===== config.mk =====
export PLATFORM = sky130hd
export DESIGN_NAME = pct_cell
export DESIGN_NICKNAME = d
export VERILOG_FILES = /design/src/pct_pkg.sv /design/src/pct_cell.sv
export SDC_FILE = /design/constraint.sdc
export NUM_CORES = 1
export LEC_CHECK = 0
export ABC_AREA = 1
export BUFFER_PORTS_ARGS = -buffer_cell sky130_fd_sc_hd__buf_4
export CORE_ASPECT_RATIO = 0.8
export CORE_UTILIZATION = 34
export DETAILED_ROUTE_END_ITERATION = 10
export GPL_TIMING_DRIVEN = 0
export MAX_ROUTING_LAYER = met4
export SLEW_MARGIN = 10
export SYNTH_ARGS = -nofsm -noshare
export SYNTH_HDL_FRONTEND = slang
export SYNTH_SLANG_ARGS = --single-unit

===== constraint.sdc =====
create_clock -name clk_i -period 2.8 [get_ports clk_i]
set_clock_uncertainty 0.15 [all_clocks]
set_input_delay 0.28 -clock clk_i [delete_from_list [all_inputs] [get_ports clk_i]]
set_output_delay 0.28 -clock clk_i [all_outputs]
set_load 0.03 [all_outputs]

===== src/pct_pkg.sv =====
// ----------------------------------------------------------------------------
// pct_pkg: shared types and constants of the pair correspondence table
// Holds the table capacity, derived widths, the sequencer state type and the
// control structs that pass between the sequencer, the top level and the cells.
// ----------------------------------------------------------------------------
package pct_pkg;

  // Table geometry
  localparam int unsigned CAPACITY = 256;
  localparam int unsigned ID_W     = 32;
  localparam int unsigned CNT_W    = $clog2(CAPACITY + 1);
  localparam int unsigned IDX_W    = $clog2(CAPACITY);
  localparam int unsigned PCNT_W   = 9;

  // Sequencer states
  typedef enum logic [1:0] {
    ST_IDLE,
    ST_CMP,
    ST_SWEEP,
    ST_FINISH
  } pct_state_e;

  // Phase strobes from the sequencer
  typedef struct packed {
    logic capture;
    logic sweep;
    logic finish;
  } pct_phase_t;

  // Control seen by every cell
  typedef struct packed {
    logic capture;
    logic sweep;
    logic shift;
  } pct_cell_ctrl_t;

endpackage


===== src/pct_cell.sv =====
// ----------------------------------------------------------------------------
// pct_cell: one entry of the pair table
// Stores one pair, compares it with the broadcast query, and passes its hit
// flags toward cell zero; on append it takes the pair of its left neighbor.
// ----------------------------------------------------------------------------
module pct_cell (
  input  logic                          clk_i,
  input  logic                          rst_ni,
  input  pct_pkg::pct_cell_ctrl_t       ctrl_i,
  input  logic                          valid_i,
  input  logic [pct_pkg::ID_W-1:0]      q_star_i,
  input  logic [pct_pkg::ID_W-1:0]      q_field_i,
  input  logic [pct_pkg::ID_W-1:0]      prev_star_i,
  input  logic [pct_pkg::ID_W-1:0]      prev_field_i,
  output logic [pct_pkg::ID_W-1:0]      star_o,
  output logic [pct_pkg::ID_W-1:0]      field_o,
  input  logic                          dup_i,
  input  logic                          cnf_i,
  output logic                          dup_o,
  output logic                          cnf_o
);
  import pct_pkg::*;

  logic [ID_W-1:0] star_q, field_q;
  logic            dup_q, dup_d, cnf_q, cnf_d;
  logic            ms, mf;

  // Compare stored pair with the query
  assign ms = (star_q == q_star_i);
  assign mf = (field_q == q_field_i);

  // Capture own hits, then fold in the neighbor's flags during the sweep
  always_comb begin
    dup_d = dup_q;
    cnf_d = cnf_q;
    if (ctrl_i.capture) begin
      dup_d = valid_i & ms & mf;
      cnf_d = valid_i & (ms ^ mf);
    end else if (ctrl_i.sweep) begin
      dup_d = dup_q | dup_i;
      cnf_d = cnf_q | cnf_i;
    end
  end

  always_ff @(posedge clk_i or negedge rst_ni) begin
    if (!rst_ni) begin
      dup_q <= 1'b0;
      cnf_q <= 1'b0;
    end else begin
      dup_q <= dup_d;
      cnf_q <= cnf_d;
    end
  end

  // Take the neighbor's pair on append
  always_ff @(posedge clk_i) begin
    if (ctrl_i.shift) begin
      star_q  <= prev_star_i;
      field_q <= prev_field_i;
    end
  end

  assign star_o  = star_q;
  assign field_o = field_q;
  assign dup_o   = dup_q;
  assign cnf_o   = cnf_q;

endmodule


; ---- Word-level counts from Yosys, hierarchy flattened
; Cells that the tools add are included.
[word_totals]
reg_bits = 66
word_cells = 17
[op_classes]
n_eq_ne = 2
muxes = 4
bitwise = 6
reduce_logical = 1
[op_table]
columns = op, count
row1 = $eq A32 B32 Y1, 2
row2 = $mux W1, 4
row3 = $and A1 B1 Y1, 3
row4 = $or A1 B1 Y1, 2
row5 = $reduce_bool A2 Y1, 1
row6 = $xor A1 B1 Y1, 1

; ---- Depth between registers and ports, before layout
[logic_depth]
word_depth = 4
depth_mapped = 12
depth_no_buf = 12

; ---- Worst setup path after synthesis
; Ideal clock, no wire load.
[synth_timing]
kind = register -> register
from = register field_q[11], in the netlist field_o[11]
to = register cnf_q, in the netlist cnf_o
slack_ns = 1.224
arrival_ns = 1.305
path_stages_with_launch = 10
required_ns = 2.529
setup_ns = 0.121
cell_sequence = edfxtp_1 -> xor2_1 -> nor2_1 -> nand2_1 -> nor2_1 -> nand2_1 -> nor2_2 -> nand2_1 -> nand3_1 -> a21oi_1
[synth_between]
elab_chain_len = 4
[synth_lines]
columns = element, line
row1 = from (decl), pct_cell.sv:24  ; logic [ID_W-1:0] star_q, field_q;
row2 = from (signal assigned), pct_cell.sv:59  ; field_q <= prev_field_i;
row3 = $eq A32 B32 Y1, pct_cell.sv:30  ; assign mf = (field_q == q_field_i);
row4 = $xor A1 B1 Y1, pct_cell.sv:38  ; cnf_d = valid_i & (ms ^ mf);
row5 = $and A1 B1 Y1, pct_cell.sv:38
row6 = $mux W1, pct_cell.sv:36  ; if (ctrl_i.capture) begin
row7 = to (signal assigned), pct_cell.sv:51  ; cnf_q <= cnf_d;
row8 = to (decl), pct_cell.sv:25  ; logic dup_q, dup_d, cnf_q, cnf_d;
; No other way between the ends.
; A chain may end at the register's enable or synchronous reset.

; ---- Worst setup path after layout
[layout_timing]
from = register field_q[2], in the netlist field_o[2]
to = register cnf_q, in the netlist cnf_o
; Same word-level chain as after synthesis.

==> metrics.cfg <==
[power]
ir_worst_vdd_v=0.000413
power.density_nw_per_um2=515
power_leakage_nw=3.34

[critical_path]
cp-startpoint=field_o[2]
crit_family=simple AND/OR/NAND/NOR gates
cp.arrival_ns=1.69
cpMostUsedCell=nand2_1
worstSetupEndpoint=cnf_o
ff2ff_setup_slack_ns=1.17
cpMaxStageDelayCell=edfxtp_1
cp_num_buf_inv=1
critical_path_class=reg -> reg
critPathLaunchType=flip-flop
cp_data_required_time_ns=2.86
crit_cells=10
reg2reg_depth=10
path_cells=xnor2_1 > nand2_1 > inv_1 > nand2_1 > nor2_1 > nand2_1 > nor2_2 > nand2_1 > nand3_1 > a21oi_1
cp-end-kind=flip-flop
r2r_start=field_o[2]
critical-path-max-stage-delay_ns=0.42
r2r-end=cnf_o
worstPathMaxFanout=2

[clock_tree]
clk_latency_ns=0.33
tritoncts=done
cts_sinks=66
clk_pin_slew_ns=0.06
cts.path.max_buffers=2
cts_setup_buffers=0
htreeDepth=3
cts_root_buf=clkbuf_16
numCtsBuffers=9

[layout]
area.growth.synth_to_final_pct=71.2
multi_input_area_um2=1380
fill_cells=922
nNetsFinal=893
final_cell_mix=buf_4 (201), nand2_1 (189), inv_1 (105)
drive_gt1_frac=0.289
seq_area_um2=1970
antenna_cells=0
fin_util=0.612
final_common_cell=buf_4

[worst_hold_path]
hp-class=in -> async

[global_routing]
grt_pass1_vias=3637
use_met3=0.0533
met2_usage=0.322
globalRouteMet1Util=0.203
antenna_found_initial=0
overflow=0
track_usage=0.185
grt_first_pass_wirelength_um=15900
busiest_layer=met2
grt_max_degree=65

[yosys]
seq_area_frac_synth=0.526
synth_top_area_frac=0.513
yosysUniqueCellTypes=14
synth_adder_area_share=0
synth_area_um2=3750
synth_top_family_by_area=simple AND/OR/NAND/NOR gates
ys_warn_count=0
synth_mux_area_frac=0
yosys.area_share.simple=0.271
synth_seq_cells=66
synth_xor_area_frac=0.0934
synth-compound-area-share=0.00367
syn-num-nets=616
synth_area_leaders=edfxtp_1 (51%), nand2_1 (19%), inv_1 (11%), nor2_1 (7.1%), xnor2_1 (5.8%)
avgSynthCellArea_um2=7.81
synthCells=480
synth_area_leader_cell=edfxtp_1

[floorplan]
dieArea_um2=11500
core_um2=10500
initial_core_util=0.358
die-width_um=119
io_pins=202
rows=33
die_y_um=95.9

[detailed_routing]
first_iter_violations=152
vias_per_cell=4.08
vias=3679
drt_pass1_iterations=4
drtAntennaViolNets=0
wl_um=10200
avgRoutedWirePerCell_um=11.3
drc_errors=0

[timing]
hold_viol_final=0
max_freq_ghz=0.613
finalSetupViolations=0
slew_headroom=0.417
rsz0062_at_grt=false
fin_crit_sh=0.582
setup_tns_ns=0
period_minus_slack_ns=1.63
maxSlewViolCount=0
tightest_slew_ns=0.874

[outcome]
outcome=finished, final reports clean

[place]
numPortBuffers=201
hpwl_um=7480
routabilityCongestion=0.792

[flow_run]
max_cap_violations=0

cell families after synthesis:
kind of cell	count (synthesis)
xor+xnor	40
compound gates	2
flops	66
buf+inv	106
simple gates	266
power breakdown:
| part | switching, mW | leakage, nW | internal (mW) |
|---|---|---|---|
| Sequential | 0.0699 | 0.650 | 1.18 |
| Clock | 0.422 | 0.160 | 0.869 |
| Combinational | 0.387 | 2.53 | 0.378 |
| Total | 0.880 | 3.34 | 2.42 |
worst min-delay path by stage:
stage / start / endpoint / slack (ns) / cells past startpoint
floorplan: rst_ni / cnf_o / -0.17 / 0
global placement: rst_ni / cnf_o / -0.09 / 1
detailed placement: rst_ni / dup_o / -0.08 / 1
CTS: rst_ni / cnf_o / 0.13 / 2
global route: rst_ni / dup_o / 0.14 / 2
finish: rst_ni / cnf_o / 0.13 / 2
through the flow:
| step | setup slack (ns) | area [µm²] | total power [mW] | std cells | hold slack [ns] |
|---|---|---|---|---|---|
| 2_1_floorplan | 1.22 | 3750 | 1.62 | 480 | -0.166 |
| 4_1_cts | 1.16 | 6420 | 3.34 | 902 | 0.128 |
| 3_3_place_gp | 1.22 | 5430 | 1.95 | 821 | -0.0876 |
| 5_1_grt | 1.02 | 6420 | 3.45 | 902 | 0.143 |
| 3_5_place_dp | 1.19 | 5430 | 1.96 | 821 | -0.0835 |
| 6_report | 1.17 | 6420 | 3.30 | 902 | 0.132 |
state kept, by name, summed over array words and instances, names as in the netlist:
register	cells
field_o	32
star_o	32
cnf_o	1
dup_o	1
timing repair:
item | CTS | global route
hold buffers | 65 | 0
resized for setup | 0 | 0
hold endpoints to repair | 66 | 0
synth_stat cells:
master	count
a21oi_1	1
a21oi_2	1
dfrtp_1	2
edfxtp_1	64
inv_1	105
inv_2	1
nand2_1	189
nand3_1	1
nand3_2	1
nand4_1	2
nor2_1	71
nor2_2	2
xnor2_1	25
xor2_1	15
per-layer routing:
metal,share of wire,vias up
met2,0.49,143
met4,0.019,0
li1,-,1967
met1,0.42,1551
met5,0,-
met3,0.075,18
final cells by class:
type,instances,share of cell area
flip-flops and latches,66,0.307
multi-input cells,308,0.215
repair buffers,266,0.336
clock inverters,5,0.0160
clock buffers,11,0.0363
inverters,106,0.0620
well taps,140,0.0273
No activity file was read; power rests on OpenSTA's default activity.
