<file path="config.mk">
export PLATFORM = sky130hd
export DESIGN_NAME = pct_ctrl
export DESIGN_NICKNAME = d
export VERILOG_FILES = /design/src/pct_pkg.sv /design/src/pct_ctrl.sv
export SDC_FILE = /design/constraint.sdc
export NUM_CORES = 1
export LEC_CHECK = 0
export ABC_CLOCK_PERIOD_IN_PS = 3250
export BUFFER_PORTS_ARGS = -buffer_cell sky130_fd_sc_hd__clkbuf_2
export CORE_UTILIZATION = 25
export CTS_CLUSTER_DIAMETER = 50
export DETAILED_ROUTE_END_ITERATION = 8
export PLACE_DENSITY = 0.51
export RECOVER_POWER = 25
export REMOVE_ABC_BUFFERS = 1
export SLEW_MARGIN = 20
export SYNTH_ARGS = -nofsm -noshare
export SYNTH_HDL_FRONTEND = slang
export SYNTH_SLANG_ARGS = --single-unit
</file>
<file path="constraint.sdc">
create_clock -name clk_i -period 3.25 [get_ports clk_i]
set_input_delay 0.1625 -clock clk_i [delete_from_list [all_inputs] [get_ports clk_i]]
set_output_delay 0.1625 -clock clk_i [all_outputs]
set_load 0.02 [all_outputs]
</file>
<file path="src/pct_pkg.sv">
// ----------------------------------------------------------------------------
// pct_pkg: shared types and constants of the pair correspondence table
// Holds the table capacity, derived widths, the sequencer state type and the
// control structs that pass between the sequencer, the top level and the cells.
// ----------------------------------------------------------------------------
package pct_pkg;

  // Table geometry
  localparam int unsigned CAPACITY = 256;
  localparam int unsigned ID_W     = 32;
  localparam int unsigned CNT_W    = $clog2(CAPACITY + 1);
  localparam int unsigned IDX_W    = $clog2(CAPACITY);
  localparam int unsigned PCNT_W   = 9;

  // Sequencer states
  typedef enum logic [1:0] {
    ST_IDLE,
    ST_CMP,
    ST_SWEEP,
    ST_FINISH
  } pct_state_e;

  // Phase strobes from the sequencer
  typedef struct packed {
    logic capture;
    logic sweep;
    logic finish;
  } pct_phase_t;

  // Control seen by every cell
  typedef struct packed {
    logic capture;
    logic sweep;
    logic shift;
  } pct_cell_ctrl_t;

endpackage

</file>
<file path="src/pct_ctrl.sv">
// ----------------------------------------------------------------------------
// pct_ctrl: sequencer of the pair table
// Steps each transfer through compare, flag sweep along the chain and finish.
// ----------------------------------------------------------------------------
module pct_ctrl (
  input  logic                clk_i,
  input  logic                rst_ni,
  input  logic                start_i,
  output logic                busy_o,
  output pct_pkg::pct_phase_t phase_o
);
  import pct_pkg::*;

  localparam logic [IDX_W-1:0] SweepLast = IDX_W'(CAPACITY - 2);

  pct_state_e       state_q, state_d;
  logic [IDX_W-1:0] cnt_q, cnt_d;

  // State and sweep counter registers
  always_ff @(posedge clk_i or negedge rst_ni) begin
    if (!rst_ni) begin
      state_q <= ST_IDLE;
      cnt_q   <= '0;
    end else begin
      state_q <= state_d;
      cnt_q   <= cnt_d;
    end
  end

  // Next state and phase strobes
  always_comb begin
    state_d = state_q;
    cnt_d   = cnt_q;
    phase_o = '0;
    busy_o  = 1'b1;
    unique case (state_q)
      ST_IDLE: begin
        busy_o = 1'b0;
        if (start_i) begin
          state_d = ST_CMP;
        end
      end
      ST_CMP: begin
        phase_o.capture = 1'b1;
        cnt_d           = '0;
        state_d         = ST_SWEEP;
      end
      ST_SWEEP: begin
        phase_o.sweep = 1'b1;
        cnt_d         = cnt_q + 1'b1;
        if (cnt_q == SweepLast) begin
          state_d = ST_FINISH;
        end
      end
      ST_FINISH: begin
        phase_o.finish = 1'b1;
        state_d        = ST_IDLE;
      end
      default: begin
        state_d = ST_IDLE;
      end
    endcase
  end

endmodule

</file>
-- Word-level counts from Yosys, hierarchy flattened
Index checks and enable logic that the tools add are counted.
- mux-type cells: 8
- reductions and logical operators: 3
- add/subtract/negate cells: 1
- equal/unequal tests: 6
- operator list (cell ; number):
    $pmux 8 s2 ; 1
    $add 8x1->8 const B ; 1
    $eq 8x8->1 const B ; 1
    $pmux 2 s4 ; 1
    $eq 2x2->1 const B ; 2
    $mux 1 ; 4
    $mux 2 ; 2
    $ne 2x2->1 const B ; 2
    $eq 2x1->1 const B ; 1
    $logic_not 2->1 ; 1
    $reduce_and 2->1 ; 1
    $reduce_bool 2->1 ; 1
- input bits: 3
- output and inout bits: 4
- bits in registers: 10

-- Depth between registers and ports, before layout
Gate-level depths: netlist of run 1.
- depth after elaboration: 3
- gate-level depth with buffers: 6
- mapped depth without buffers: 6

-- Worst setup path after synthesis of run 1
Ideal clock, no wire load.
- path type: register to register
- start: register state_q[0]
- end: register cnt_q[7]
- path buffers: 0
- stages on the path, launching flop included: 7
- arrival time: 1354 ps
- setup slack: 1775 ps
- data required time: 3129 ps
- clock period less this slack: 1475 ps
- setup time: 121 ps
- cell sequence: dfrtp_1 > inv_1 > ha_1 > nand2_2 > nor4_2 > xnor2_1 > nor2_1
- cells in the longest elaborated chain, start to end: 2
- elaborated cells on any way between the ends: 4
- those cells by class: eq/ne (2); mux (1); reduce/logical (1)
- ends and longest elaborated chain (what ; line ; RTL):
    start, declared ; pct_ctrl.sv:16 ; pct_state_e state_q, state_d;
    start signal, assigned ; pct_ctrl.sv:25 ; state_q <= state_d;
    $eq 2x2->1 / $eq 2x1->1 (equally long branches) ; pct_ctrl.sv:36 ; unique case (state_q)
    $pmux 8 s2 / $reduce_bool 2->1 (equally long branches) ; - ;
    end signal, assigned ; pct_ctrl.sv:26 ; cnt_q <= cnt_d;
    end, declared ; pct_ctrl.sv:17 ; logic [IDX_W-1:0] cnt_q, cnt_d;
Parallel ways exist; a longest one is shown, timed or not.
A chain may end at the register's enable or synchronous reset.

-- Worst setup path in the final report of run 1
Same ends and word-level chain as after synthesis.

==> flow_summary.yaml, run 1 <==
setup_path:
  critPathKind: "register to register"
  path_cells: "inv_1, ha_1, nand2_2, nor4_2, xnor2_1, nor2_1"
  max_stage_delay_ns: 0.42
  cpMaxStageDelayCell: "ha_1"
  cp-end-kind: "register"
  path_buf_inv: 1
  cp.arrival_ns: 1.75
  critical-path-top-delay-family: "adder cells"
  reg2reg_depth: 6
  crit_fanout: 7
  crit_path_start_kind: "register"
  crit_cells: 6
  crit_required_ns: 3.41
synthesis:
  synth_top_family_by_area: "simple AND/OR/NAND/NOR gates"
  synth_compound_area_share_pct: 12.5
  synthTopCellsByArea: "dfrtp_1, ha_1, nand2_1"
  synthSimpleGateAreaFrac_pct: 19.0
  ys.warnings.count: 0
  yosysTopAreaCell: "dfrtp_1"
  synth.top_cells.by_count: "dfrtp_1, nand2_1, ha_1, nor2_1"
  ys_ff_latch: 10
  synthAdderAreaFrac_pct: 15.1
  yosysSeqAreaShare_pct: 43.1
  synth_edf_count: 0
  async_flop_share_pct: 100
  synth.area.mux_share_pct: 3.45
  syn_area_um2: 581
  synth-xor-area-share_pct: 3.02
  synth_ff_type: "dfrtp_1"
  yosysUniqueCellTypes: 21
  yosys.area.top_type_share_pct: 43.1
  synth_area_per_cell_um2: 9.52
  syn_inst: 61
timing:
  finalSetupViolations: 0
  finalCritPeriodShare_pct: 49.0
  worstMarginPinSlew_ns: 0.563
  tns_ns: 0
  rsz0062_at_grt: "no"
  maxSlewViolCount: 0
  hold_viol: 0
  finalWorstSetupSlack_ns: 1.66
  timing.fmax_mhz: 628
  slew_headroom_pct: 62.5
  fin_skew_ns: 0.00775
  finalCriticalPeriod_ns: 1.59
clocking:
  clk_latency_ns: 0.27
  cts_hold_buf: 1
  numCtsBuffers: 3
  cts_root_buffer: "clkbuf_4"
  cts.reportedPaths.clkPinSlew_ns: 0.07
  clock_path_buffers: 2
  htreeDepth: 1
  tritoncts: "built"
  clock-sinks: 10
  ctsResizeCount: 0
  post_cts_buffers: 0
placement:
  io_buffers: 6
  place_ws_ns: 1.65
  place_congestion: 0.710
  hpwl_um: 857
  placed_cell_area_um2: 646
global_route:
  grt-ovfl-total: 0
  grt_pass1_vias: 444
  track_usage_pct: 11.5
  grt_max_degree: 11
  antenna_found_initial: 0
  grt_pass1_wl_um: 2060
detailed_routing:
  drt-met1-wl_um: 559
  wl_per_cell_um: 11.1
  highest-signal-layer: "met4"
  vias: 445
  vias_per_cell: 4.45
  drc: 0
  met2WireLength_um: 478
  antenna_left: 0
  routed_wl_um: 1110
  dr_wl_met3_um: 63
  drtPass1Iterations: 2
  drtIter0Drc: 4
pwr:
  p_int_mw: 0.320
  power_mw: 0.586
  p_sw_mw: 0.265
  clkPwrFrac_pct: 19.1
  p_sw_share_pct: 45.3
  p_per_area_nw_per_um2: 848
  seqPwrFrac_pct: 30.7
  ir_drop_mv: 0.321
  leakage_nw: 0.340
  p_comb_share_pct: 50.2
floorplanning:
  rows: 17
  initial_core_util_pct: 26.5
  fp.coreArea_um2: 2190
  io_pins: 7
  fp.dieH_um: 50.2
  dieArea_um2: 2520
  fp.dieW_um: 50.2
cells_and_area:
  final_cell_area_um2: 691
  drive_above_1_share_pct: 19.4
  antenna_cells: 0
  fin_nets: 83
  area_growth_pct: 19.0
min_path:
  whs_path_depth: 4
  hp-class: "input port to register"
status:
  status: "finished clean"
run:
  maxCapViolations: 0
[state kept, by name (all words and copies together) (netlist names)]
name	flops
state_q	2
cnt_q	8
[cells by family after synthesis]
group | count (synthesis)
AO/OA/AOI/OAI | 11
AND/OR/NAND/NOR | 23
buffers and inverters | 6
flip-flops | 10
adder cells (fa/ha/maj) | 7
multiplexers | 2
XOR/XNOR | 2
[through the flow]
stage | hold slack [ns] | utilization, % | cells
3_5_place_dp | 0.0486 | 29.5 | 95
3_3_place_gp | 0.0498 | 29.5 | 95
2_1_floorplan | -0.133 | - | 61
4_1_cts | 0.288 | 31.6 | 100
5_1_grt | 0.342 | 31.5 | 100
6_report | 0.298 | 31.5 | 100
[tightest hold or removal path, cell delays in order]
cell and delay [ns]:
clkbuf_2 0.07, nor2_1 0.05, a21oi_2 0.14, mux2i_1 0.09
[power by group through the flow]
| stage | sequential, mW | combinational [mW] | clock [mW] |
|---|---|---|---|
| final | 0.180 | 0.294 | 0.112 |
| after global routing | 0.185 | 0.344 | 0.122 |
| after CTS | 0.180 | 0.299 | 0.118 |
| after detailed placement | 0.182 | 0.297 | 0 |
| after global placement | 0.180 | 0.295 | 0 |
| after floorplan | 0.175 | 0.230 | 0 |
[routing by layer]
layer / track usage, % / vias to the layer above
met1: 14.2 / 201
met4: 4.29 / 0
met5: 0 / -
met2: 16.4 / 10
met3: 6.36 / 2
li1: - / 232
[final timing paths]
| check | start | endpoint | slack (ns) |
|---|---|---|---|
| min in group asynchronous | rst_ni | cnt_q[6] | 0.40 |
| hold reg to reg | cnt_q[4] | cnt_q[4] | 0.53 |
| setup / recovery | state_q[0] | cnt_q[7] | 1.66 |
| hold / removal | start_i | state_q[1] | 0.30 |
| setup reg to reg | state_q[0] | cnt_q[7] | 1.66 |
| max in group asynchronous | rst_ni | cnt_q[4] | 2.47 |
[layout by cell type, fill, tap and decap left out, types with 2 or more instances in the layout]
| cell | netlist | layout |
|---|---|---|
| ha_1 | 7 | 7 |
| o21ai_1 | 4 | 4 |
| inv_1 | 4 | 4 |
| nand2_1 | 10 | 10 |
| inv_2 | 2 | 2 |
| dfrtp_1 | 10 | 10 |
| clkbuf_4 | 0 | 3 |
| nor3_1 | 2 | 2 |
| o31ai_1 | 2 | 2 |
| mux2i_1 | 2 | 2 |
| clkbuf_2 | 0 | 5 |
| nor2_1 | 5 | 5 |
| nand3_1 | 2 | 2 |
| xnor2_1 | 2 | 2 |
[layout make-up]
class	count	area (um^2)
flip-flops and latches	10	250
clock buffers	4	36.3
inverters	6	22.5
repair buffers	7	38.8
fillers	240	1500
well taps	28	35.0
multi-input cells	45	308
Note: power is estimated with default switching activity, not from simulation.
==> run 2, diff against run 1 <==
--- a/config.mk
+++ b/config.mk
@@ -5,7 +5,7 @@
 export SDC_FILE = /design/constraint.sdc
 export NUM_CORES = 1
 export LEC_CHECK = 0
-export ABC_CLOCK_PERIOD_IN_PS = 3250
+export ABC_CLOCK_PERIOD_IN_PS = 1500
 export BUFFER_PORTS_ARGS = -buffer_cell sky130_fd_sc_hd__clkbuf_2
 export CORE_UTILIZATION = 25
 export CTS_CLUSTER_DIAMETER = 50
==> constraint.sdc (replaced) <==
create_clock -name clk_i -period 1.5 [get_ports clk_i]
set_input_delay 0.075 -clock clk_i [delete_from_list [all_inputs] [get_ports clk_i]]
set_output_delay 0.075 -clock clk_i [all_outputs]
set_load 0.02 [all_outputs]
==> flow_summary.yaml, run 2 (synthesis gave the netlist of run 1 again) <==
cells_and_area:
  area_growth_pct: 25.6
  regMostFlops: "cnt_q"
  fin_nets: 87
  regArea_um2: 250
  multi_input_area_um2: 317
  antenna_cells: 0
  drive_above_1_share_pct: 23.7
  top_regs: "cnt_q (8), state_q (2)"
  n_fill_cell: 228
  largest_reg_flops: 8
  final_cell_mix: "nand2_1, dfrtp_1, ha_1"
detailed_routing:
  wl_per_cell_um: 9.93
  highest-signal-layer: "met4"
  met2WireLength_um: 434
  vias_per_cell: 4.53
  drc: 0
  drtPass1Iterations: 4
  drt-met1-wl_um: 529
  routed_wl_um: 1030
  drtIter0Drc: 2
  vias: 471
  antenna_left: 0
  dr_wl_met3_um: 44
setup_path:
  crit_required_ns: 1.42
  path_cells: "inv_1, ha_1, clkbuf_2"
  worstReg2RegEnd: "cnt_q[7]"
  cp-end-kind: "output port"
  critical-path-top-delay-family: "flip-flops"
  r2r_setup_slack_ns: 0.08
  cpMaxStageDelayCell: "dfrtp_1"
  path_buf_inv: 2
  reg2reg_depth: 6
  max_stage_delay_ns: 0.38
  r2r-start: "state_q[0]"
  critPathKind: "register to output port"
  cp.arrival_ns: 1.35
  crit_fanout: 8
  crit_path_start_kind: "register"
clocking:
  cts_root_buffer: "clkbuf_4"
  clock-sinks: 10
  numCtsBuffers: 3
  htreeDepth: 1
  tritoncts: "built"
  cts.reportedPaths.clkPinSlew_ns: 0.07
  clock_path_buffers: 2
  clk_latency_ns: 0.27
floorplanning:
  io_pins: 7
  fp.dieH_um: 50.2
  rows: 17
  initial_core_util_pct: 26.5
  fp.coreArea_um2: 2190
  fp.dieW_um: 50.2
  dieArea_um2: 2520
placement:
  hpwl_um: 797
  io_buffers: 6
  place_congestion: 0.765
global_route:
  track_usage_pct: 9.93
  antenna_found_initial: 0
  grt-ovfl-total: 0
  grt_max_degree: 11
  grt_pass1_wl_um: 1840
  grt_pass1_vias: 433
timing:
  slew_headroom_pct: 63.9
  rsz0062_at_grt: "yes"
  finalCriticalPeriod_ns: 1.42
  worstMarginPinSlew_ns: 0.542
  timing.fmax_mhz: 702
  fin_skew_ns: 0.00214
  finalSetupViolations: 0
  maxSlewViolCount: 0
  hold_viol: 0
  finalCritPeriodShare_pct: 95.0
  tns_ns: 0
pwr:
  ir_drop_mv: 0.748
  leakage_nw: 0.376
  power_mw: 1.35
  p_per_area_nw_per_um2: 1860
min_path:
  whs_path_depth: 4
  holdCritStartpoint: "start_i"
  hp-class: "input port to register"
  holdPathEnd: "state_q[1]"
status:
  status: "finished clean"
run:
  maxCapViolations: 0
run 2: report_power, final:
part           leakage, nW  total, mW  switching (mW)  internal [mW]
logic                0.221      0.734           0.441          0.292
clock network       0.0210      0.247          0.0991          0.148
registers            0.134      0.373          0.0452          0.328
total                0.376       1.35           0.586          0.768
run 2: layout make-up:
cell class | count | area share [%]
well taps | 28 | 4.80
inverters | 6 | 3.09
flip-flops and latches | 10 | 34.3
multi-input cells | 45 | 43.4
clock buffers | 4 | 4.97
repair buffers | 11 | 9.43
run 2: tightest hold or removal path, stage by stage:
cell and delay (ns):
clkbuf_2 0.07, nor2_1 0.05, a21oi_2 0.14, mux2i_1 0.09
run 2: metrics by stage:
| stage | hold WS (ns) | utilization, % | setup WS [ns] | cells | instance area, um^2 |
|---|---|---|---|---|---|
| 2_1_floorplan | -0.221 | - | 0.0247 | 61 | 581 |
| 3_3_place_gp | -0.0376 | 30.5 | 0.141 | 98 | 668 |
| 3_5_place_dp | -0.0432 | 30.5 | 0.0950 | 98 | 668 |
| 4_1_cts | 0.202 | 32.6 | 0.0677 | 103 | 714 |
| 5_1_grt | 0.228 | 33.3 | -0.00912 | 104 | 729 |
| 6_report | 0.196 | 33.3 | 0.0756 | 104 | 729 |
run 2: per-layer routing:
metal / vias up / global-route usage, %
met5: - / 0
met2: 9 / 13.8
met4: 0 / 7.14
li1: 244 / -
met1: 215 / 13.0
met3: 3 / 2.73
run 2: what timing repair did:
| action | 4_1_cts | 5_1_grt |
|---|---|---|
| hold buffers | 1 | 0 |
| endpoints found under the hold margin | 10 | 0 |
| endpoints found under the setup margin | 0 | 2 |
| resized for setup | 0 | 1 |
| setup buffers | 0 | 1 |
run 2: worst max path at each step:
stage / from / endpoint / slack [ns] / cells past startpoint
5_1_grt: state_q[0] / cnt_q[7] / -0.009 / 6
4_1_cts: state_q[0] / phase_o[1] / 0.07 / 3
3_3_place_gp: state_q[0] / cnt_q[7] / 0.14 / 6
2_1_floorplan: state_q[0] / cnt_q[7] / 0.02 / 6
3_5_place_dp: state_q[1] / cnt_q[7] / 0.09 / 6
6_report: state_q[0] / phase_o[1] / 0.08 / 3
==> run 3, diff against run 2 <==
--- a/config.mk
+++ b/config.mk
@@ -5,12 +5,12 @@
 export SDC_FILE = /design/constraint.sdc
 export NUM_CORES = 1
 export LEC_CHECK = 0
-export ABC_CLOCK_PERIOD_IN_PS = 1500
+export ABC_CLOCK_PERIOD_IN_PS = 1200
 export BUFFER_PORTS_ARGS = -buffer_cell sky130_fd_sc_hd__clkbuf_2
 export CORE_UTILIZATION = 25
 export CTS_CLUSTER_DIAMETER = 50
 export DETAILED_ROUTE_END_ITERATION = 8
-export PLACE_DENSITY = 0.51
+export PLACE_DENSITY = 0.52
 export RECOVER_POWER = 25
 export REMOVE_ABC_BUFFERS = 1
 export SLEW_MARGIN = 20
==> constraint.sdc (replaced) <==
create_clock -name clk_i -period 1.2 [get_ports clk_i]
set_input_delay 0.06 -clock clk_i [delete_from_list [all_inputs] [get_ports clk_i]]
set_output_delay 0.06 -clock clk_i [all_outputs]
set_load 0.02 [all_outputs]
==> flow_summary.yaml, run 3 (synthesis gave the netlist of run 1 again) <==
status:
  status: "finished with violations"
  violations: "negative setup slack"
detailed_routing:
  vias: 535
  drtIter0Drc: 7
  antenna_left: 0
  routed_wl_um: 1400
  vias_per_cell: 4.61
  drc: 0
  wl_per_cell_um: 12.0
  drtPass1Iterations: 4
timing:
  finalCritPeriodShare_pct: 110
  slew_headroom_pct: 63.0
  maxSlewViolCount: 0
  finalCriticalPeriod_ns: 1.32
  rsz0062_at_grt: "yes"
  tns_ns: -0.348
  hold_viol: 0
  finalWorstSetupSlack_ns: -0.119
  worstMarginPinSlew_ns: 0.555
  fin_skew_ns: 0.00477
  timing.fmax_mhz: 758
  finalSetupViolations: 8
setup_path:
  path_cells: "inv_2, ha_4, buf_6, nand3_4, o31ai_2"
  crit_fanout: 6
  crit_path_start_kind: "register"
  cp.arrival_ns: 1.49
  critPathKind: "register to register"
  path_buf_inv: 2
  cpMaxStageDelayCell: "dfrtp_1"
  cp-end-kind: "register"
  max_stage_delay_ns: 0.37
  cp-startpoint: "state_q[0]"
  crit_required_ns: 1.37
  critical-path-top-delay-family: "flip-flops"
  r2r-start: "state_q[0]"
floorplanning:
  rows: 17
  fp.coreArea_um2: 2190
  fp.dieW_um: 50.2
  fp.dieH_um: 50.2
  dieArea_um2: 2520
  io_pins: 7
  initial_core_util_pct: 26.5
pwr:
  clkPwrFrac_pct: 12.6
  p_sw_mw: 1.01
  p_int_mw: 1.36
  p_per_area_nw_per_um2: 2420
  p_comb_share_pct: 67.2
  seqPwrFrac_pct: 20.3
  p_sw_share_pct: 42.7
  ir_drop_mv: 1.17
  leakage_nw: 0.453
cells_and_area:
  final_common_cell: "buf_4"
  n_fill_cell: 211
  regMostFlops: "cnt_q"
  drive_above_1_share_pct: 56.8
  final_cell_mix: "buf_4, nand2_1, dfrtp_1"
  antenna_cells: 0
  top_regs: "cnt_q (8), state_q (2)"
  regArea_um2: 250
  area_growth_pct: 69.0
  largest_reg_flops: 8
  multi_input_area_um2: 438
  fin_nets: 99
clocking:
  cts.reportedPaths.clkPinSlew_ns: 0.07
  numCtsBuffers: 3
  clock-sinks: 10
  tritoncts: "built"
  htreeDepth: 1
  clock_path_buffers: 2
  cts_root_buffer: "clkbuf_4"
  clk_latency_ns: 0.26
global_route:
  grt_max_degree: 11
  global_route.usage.met1_pct: 16.0
  grt-busiest-layer: "met2"
  grt_pass1_vias: 525
  antenna_found_initial: 0
  grtUsageMet3_pct: 0.909
  grt-ovfl-total: 0
  grtUsageMet2_pct: 20.0
  grt_pass1_wl_um: 2300
  track_usage_pct: 12.5
run:
  maxCapViolations: 0
placement:
  io_buffers: 6
  hpwl_um: 912
  place_congestion: 0.709
  place_ws_ns: -0.177
min_path:
  hp-class: "input port to register"
  holdCritStartpoint: "start_i"
## run 3: changes by cell type in the layout (fill, tap and decap cells not counted), sizes merged
cell,previous run,this run
buf,4,19
clkbuf,10,7
## run 3: final cells by class
class / count / share of cell area, %
sequential: 10 / 25.5
tap: 28 / 3.57
timing repair buffer: 23 / 20.0
multi-input combinational: 45 / 44.6
inverter: 6 / 2.55
clock buffer: 4 / 3.70
## run 3: what timing repair did
| item | in CTS | in global routing |
|---|---|---|
| pin swaps | 8 | 3 |
| gates cloned | 0 | 0 |
| endpoints found under the setup margin | 12 | 13 |
| endpoints found under the hold margin | 10 | 0 |
| hold buffers | 1 | 0 |
| resized for setup | 16 | 25 |
| buffers inserted | 1 | 2 |
## run 3: power groups by stage
stage | Clock (mW) | Combinational (mW) | Sequential (mW)
2_1_floorplan | 0 | 0.623 | 0.474
3_3_place_gp | 0 | 1.02 | 0.461
3_5_place_dp | 0 | 1.04 | 0.465
4_1_cts | 0.316 | 1.26 | 0.465
5_1_grt | 0.335 | 1.76 | 0.487
6_report | 0.298 | 1.59 | 0.481
## run 3: path summary, 6_finish.rpt
check	end	slack, ns	cells past startpoint
worst max-delay path	cnt_q[4]	-0.12	5
max in group asynchronous	cnt_q[0]	0.52	2
worst min register to register	cnt_q[7]	0.56	2
worst min-delay path	state_q[1]	0.18	4
worst max register to register	cnt_q[4]	-0.12	5
min in group asynchronous	cnt_q[7]	0.31	2
## run 3: layer usage
| layer | part of all wire [%] | vias to the layer above |
|---|---|---|
| met2 | 52 | 11 |
| met3 | 2.1 | 2 |
| met4 | 1.3 | 0 |
| met1 | 44 | 258 |
| li1 | - | 264 |
| met5 | 0 | - |
## run 3: per-stage QoR
stage	total power [mW]	util, %	instance area (um^2)	std cells	hold slack, ns
5_1_grt	2.58	44.8	981	116	0.186
3_3_place_gp	1.48	33.9	743	108	-0.0553
3_5_place_dp	1.51	33.9	743	108	-0.0569
4_1_cts	2.04	39.7	870	114	0.196
6_report	2.37	44.8	981	116	0.178
2_1_floorplan	1.10	-	581	61	-0.236
## run 3: tightest hold or removal path: stages
cell      delay (ns)
clkbuf_2        0.08
nor2_2          0.05
a21oi_4         0.12
mux2i_1         0.08
